--- config.mk ---
export PLATFORM = sky130hd
export DESIGN_NAME = scpu_front
export DESIGN_NICKNAME = d
export VERILOG_FILES = /design/src/design/scpu_pkg.sv /design/src/design/scpu_front.sv
export SDC_FILE = /design/constraint.sdc
export NUM_CORES = 2
export LEC_CHECK = 0
export ABC_AREA = 1
export BUFFER_PORTS_ARGS = -buffer_cell sky130_fd_sc_hd__clkbuf_2
export CAP_MARGIN = 20
export CORE_MARGIN = 2
export CORE_UTILIZATION = 57
export CTS_CLUSTER_SIZE = 14
export DETAILED_ROUTE_END_ITERATION = 10
export GPL_ROUTABILITY_DRIVEN = 0
export GPL_TIMING_DRIVEN = 0
export PLACE_DENSITY_LB_ADDON = 0.05
export SYNTH_ARGS = -nofsm -noshare
export SYNTH_HDL_FRONTEND = slang
export SYNTH_SLANG_ARGS = --single-unit
export TNS_END_PERCENT = 20
--- constraint.sdc ---
create_clock -name clk -period 8.5 [get_ports clk]
set_input_delay 1.7 -clock clk [delete_from_list [all_inputs] [get_ports clk]]
set_output_delay 1.7 -clock clk [all_outputs]
set_load 0.05 [all_outputs]
--- src/design/scpu_pkg.sv ---
// Shared constants, types and reciprocal tables of the sine/cosine polynomial unit.
// No dependencies; every other file of the unit uses this package by scoped names.
package scpu_pkg;

  localparam int LANES       = 4;
  localparam int TERMS       = 12;
  localparam int MAX_FACTORS = 11;
  // Number of nested Horner steps, one cell each.
  localparam int NF  = (TERMS - 1 > MAX_FACTORS) ? MAX_FACTORS : TERMS - 1;
  localparam int K_W = $clog2(MAX_FACTORS);

  localparam int ANG_W     = 16;
  localparam int OUT_W     = 16;
  localparam int ANGLE_MAX = 25736;
  localparam int OUT_MAX   = 16384;

  localparam int FRAC    = 28;
  localparam int ONE_Q   = 1 << FRAC;
  localparam int RECIP_W = 28;
  localparam int X2_W    = 32;
  localparam int U_W     = 31;
  localparam int T_W     = 32;
  localparam int UX_W    = X2_W + RECIP_W;
  localparam int UT_W    = U_W + 1 + T_W;
  localparam int P_W     = ANG_W + T_W;

  // Sine result is x[Q13] * t[Q28] rounded down to Q14; cosine is brought to the
  // same scale by a left shift so that one rounding stage serves both.
  localparam int OUT_SHIFT    = FRAC + 13 - 14;
  localparam int COS_PRESHIFT = OUT_SHIFT - (FRAC - 14);

  localparam logic OP_SINE   = 1'b0;
  localparam logic OP_COSINE = 1'b1;

  // Reciprocals of the factor pairs, Q0.28, rounded to nearest.
  localparam logic [RECIP_W-1:0] SIN_RECIP [MAX_FACTORS] = '{
    RECIP_W'((ONE_Q + 3) / 6),     RECIP_W'((ONE_Q + 10) / 20),
    RECIP_W'((ONE_Q + 21) / 42),   RECIP_W'((ONE_Q + 36) / 72),
    RECIP_W'((ONE_Q + 55) / 110),  RECIP_W'((ONE_Q + 78) / 156),
    RECIP_W'((ONE_Q + 105) / 210), RECIP_W'((ONE_Q + 136) / 272),
    RECIP_W'((ONE_Q + 171) / 342), RECIP_W'((ONE_Q + 210) / 420),
    RECIP_W'((ONE_Q + 253) / 506)
  };

  localparam logic [RECIP_W-1:0] COS_RECIP [MAX_FACTORS] = '{
    RECIP_W'((ONE_Q + 1) / 2),     RECIP_W'((ONE_Q + 6) / 12),
    RECIP_W'((ONE_Q + 15) / 30),   RECIP_W'((ONE_Q + 28) / 56),
    RECIP_W'((ONE_Q + 45) / 90),   RECIP_W'((ONE_Q + 66) / 132),
    RECIP_W'((ONE_Q + 91) / 182),  RECIP_W'((ONE_Q + 120) / 240),
    RECIP_W'((ONE_Q + 153) / 306), RECIP_W'((ONE_Q + 190) / 380),
    RECIP_W'((ONE_Q + 231) / 462)
  };

  typedef logic [LANES-1:0][ANG_W-1:0] ang_vec_t;
  typedef logic [LANES-1:0][OUT_W-1:0] out_vec_t;

  // Per-item data that travels down the row of cells.
  typedef struct packed {
    logic                           op;
    logic [LANES-1:0][ANG_W-1:0]    x;
    logic [LANES-1:0][X2_W-1:0]     x2;
    logic [LANES-1:0][T_W-1:0]      t;
  } lane_bus_t;

  function automatic logic [RECIP_W-1:0] recip(input logic op, input logic [K_W-1:0] k);
    logic [RECIP_W-1:0] r;
    r = '0;
    if (k < K_W'(MAX_FACTORS)) begin
      r = (op == OP_COSINE) ? COS_RECIP[k] : SIN_RECIP[k];
    end
    return r;
  endfunction

endpackage

--- src/design/scpu_front.sv ---
// Entry stage: clamps each lane's angle to plus or minus pi and forms x squared in Q4.28.
// Depends on scpu_pkg.
module scpu_front (
  input  logic                 clk,
  input  logic                 rst_n,
  input  logic                 in_valid,
  output logic                 in_ready,
  input  logic                 in_op,
  input  scpu_pkg::ang_vec_t   in_x,
  output logic                 out_valid,
  input  logic                 out_ready,
  output scpu_pkg::lane_bus_t  out_bus
);

  logic                valid_r, valid_nxt;
  scpu_pkg::lane_bus_t bus_r, bus_nxt;

  assign in_ready  = !valid_r || out_ready;
  assign out_valid = valid_r;
  assign out_bus   = bus_r;

  always_comb begin
    logic signed [scpu_pkg::ANG_W-1:0]   c;
    logic signed [2*scpu_pkg::ANG_W-1:0] sq;
    valid_nxt = valid_r;
    bus_nxt   = bus_r;
    c         = '0;
    sq        = '0;
    if (in_ready) begin
      valid_nxt  = in_valid;
      bus_nxt.op = in_op;
      for (int i = 0; i < scpu_pkg::LANES; i++) begin
        c = $signed(in_x[i]);
        if (c > scpu_pkg::ANGLE_MAX) begin
          c = scpu_pkg::ANG_W'(scpu_pkg::ANGLE_MAX);
        end else if (c < -scpu_pkg::ANGLE_MAX) begin
          c = scpu_pkg::ANG_W'(-scpu_pkg::ANGLE_MAX);
        end
        sq            = c * c;
        bus_nxt.x[i]  = c;
        bus_nxt.x2[i] = scpu_pkg::X2_W'(sq) << 2;
        bus_nxt.t[i]  = scpu_pkg::T_W'(scpu_pkg::ONE_Q);
      end
    end
  end

  always_ff @(posedge clk) begin
    if (!rst_n) begin
      valid_r <= 1'b0;
    end else begin
      valid_r <= valid_nxt;
    end
    bus_r <= bus_nxt;
  end

endmodule

==> impl_metrics.toml <==
[final_layout]
multi_input_area_um2 = 31200
final_common_cell = "inv_1"
nNetsFinal = 6429
syn_to_final_growth_pct = 12.1
regArea_um2 = 5340
fin_util = 0.645
final_layout_size_suffix_gt1_frac = 0.152
nFillCells = 6328
stdcell_count = 6122
layout_common_cells = "inv_1 (1415), fa_1 (882), nand2_1 (607)"

[routing]
drt_iter0_drc = 1866
vias = 31087
drc_errors = 0
dr.pass1.iters = 5
postRouteAntennaNets = 0
wl_per_cell_um = 17.1
routed_via_density = 5.08
drt-total-wl_um = 105000

[setup_path]
cpMaxStageDelayCell = "fa_2"
crit_arrival_ns = 8.64
end_kind = "flop"
rrSetupSlack_ns = 6.47
cp_max_fo = 10
cpPeakStageDelay_ns = 0.64
startpoint_type = "input port"
required_ns = 8.83
critical_path_class = "input port to flop"

[sta]
slew_violations = 0
min_period_ns = 8.31
fmax_mhz = 120
worst_pin_slew_ns = 0.890
worst_slack_ns = 0.188
rsz0062_at_grt = "yes"
slew_headroom = 0.407
finClkSkew_ns = 0.0183
finalHoldViolations = 0
fin_crit_sh = 0.978
holdWs_ns = 1.18
setup_viol = 0

[floorplan]
core_region_area_um2 = 73000
ios = 392
die_w_um = 275
rows = 99
die_h_um = 275
die_area_um2 = 75800
start_util = 0.575

[logic_synthesis]
synthAdderAreaFrac = 0.522
synth_seq_area_share = 0.127
synthXorXnorAreaFrac = 0.0282
yosys_most_used_dff = "edfxtp_1"
synth-edff-count = 177
synth_top_family_by_area = "adder cells"
yosysWarnings = 0
synth.distinct_cells = 50
ys_ff_latch = 178
synth_compound_area_frac = 0.0423
async_flop_share = 0
synthesis.area_um2 = 42000
synthSimpleGateAreaFrac = 0.119
synth_cells = 4686
synth_mux_area_frac = 0
synth_area_per_cell_um2 = 8.95

[global_routing]
grt_use_total = 0.292
grt_pass1_vias = 33006
antenna_found_initial = 2
grt_pass1_wl_um = 170000
grt_max_degree = 64
grt-ovfl-total = 0

[clocking]
numClockSinks = 178
cts_buffers = 17
holdBufCountCts = 0
cts_tree = "yes"
ctsHtreeMaxLevel = 4
clock_latency_ns = 0.52
clk_pin_slew_ns = 0.09
clockRootBuffer = "clkbuf_16"
clockBufferDepth = 2

[placement]
place_ws_ns = -1.30
dp.cells = 6036
hpwl_um = 89500
io_buffers = 251

[run_status]
outcome = "finished clean"

[run]
maxCapViolCount = 0

[worst_hold_path]
hp-class = "flop to flop"
## Yosys cell counts, types with 2 or more instances
cell type | number | share of area
inv_1 | 1430 | 0.13
fa_1 | 896 | 0.43
nand2_1 | 618 | 0.055
nor2_1 | 377 | 0.034
ha_1 | 316 | 0.094
edfxtp_1 | 177 | 0.13
buf_4 | 147 | 0.026
a21oi_1 | 135 | 0.016
nand3_1 | 105 | 0.013
xor2_1 | 86 | 0.018
o21ai_0 | 68 | 0.0081
xnor2_1 | 49 | 0.010
nor3_1 | 33 | 0.0039
nand4_1 | 28 | 0.0042
buf_2 | 24 | 0.0029
inv_2 | 22 | 0.0020
a21o_1 | 17 | 0.0030
nor2_2 | 16 | 0.0024
o21bai_1 | 16 | 0.0029
clkinv_1 | 11 | 0.00098
nor4_1 | 11 | 0.0016
nand2_2 | 10 | 0.0015
o211ai_1 | 10 | 0.0018
nand3b_1 | 9 | 0.0016
a21oi_4 | 8 | 0.0031
clkbuf_1 | 8 | 0.00072
a21boi_0 | 7 | 0.0013
a31oi_1 | 6 | 0.00089
or2_2 | 6 | 0.00089
a31o_2 | 4 | 0.00083
o21ai_2 | 4 | 0.00083
a211oi_1 | 3 | 0.00054
inv_4 | 3 | 0.00045
o21a_1 | 3 | 0.00054
o31ai_1 | 3 | 0.00054
a21oi_2 | 2 | 0.00042
a41oi_1 | 2 | 0.00042
conb_1 | 2 | 0.00018
o21ai_1 | 2 | 0.00024
o221ai_1 | 2 | 0.00042
## per-layer routing
layer	up-vias	routed length, µm	track usage
met3	206	7250	0.0430
met4	0	4030	0.111
met2	1038	51900	0.496
met1	15471	41600	0.380
li1	14372	-	-
met5	-	0	0
## cells by family (layout without fill, tap and decap cells)
logic type                 Yosys count  in the layout
and+or+nand+nor                   1218           1218
adders and majority gates         1212           1212
AOI/OAI and AO/OA                  294            294
xor gates and xnor gates           135            135
other                                2            142
DFF                                178            178
buffers and inverters             1647           1984
## cell type report
cell class / instances / share of cell area
inverter: 1466 / 0.118
clock buffer: 17 / 0.00904
timing repair inverter: 1 / 0.000106
multi-input combinational: 2999 / 0.664
buffer: 179 / 0.0289
antenna: 2 / 0.000106
timing repair buffer: 306 / 0.0369
clock inverter: 15 / 0.00412
tap: 959 / 0.0255
sequential: 178 / 0.113
## path summary, 6_finish.rpt
kind / start / endpoint / cells after the start
setup / recovery: in_x[7] / out_bus[153]$_DFFE_PP_ / 32
hold / removal: out_valid$_SDFFE_PN0P_ / out_bus[137]$_DFFE_PP_ / 1
setup reg to reg: out_valid$_SDFFE_PN0P_ / out_bus[309]$_DFFE_PP_ / 3
hold reg to reg: out_valid$_SDFFE_PN0P_ / out_bus[137]$_DFFE_PP_ / 1
## metrics by stage
step	area, µm²	TNS, ns
global placement	44900	-59.39
global route	47100	-0.296
floorplan	42500	0
CTS	46000	-0.0228
detailed placement	45000	-58.21
finish	47100	0
## repair_timing
item,4_1_cts,5_1_grt
pin swaps,9,35
endpoints found under the setup margin,60,66
resized for setup,94,212
buffers inserted,9,44
cloned,0,1
## critical path: cells and delay by family
kind | cells | cell delay [ns]
XOR/XNOR | 1 | 0.25
AO/OA/AOI/OAI | 2 | 0.38
AND/OR/NAND/NOR | 12 | 1.42
adder cells (fa/ha/maj) | 8 | 3.79
buffers and inverters | 9 | 1.10
## state kept, by name, indices dropped and copies added, names as in the netlist
| signal | flops |
|---|---|
| out_valid | 1 |
| out_bus | 177 |
Power is not shown: default switching activity piles up to over one toggle a cycle in this logic, so the estimate is an artifact.
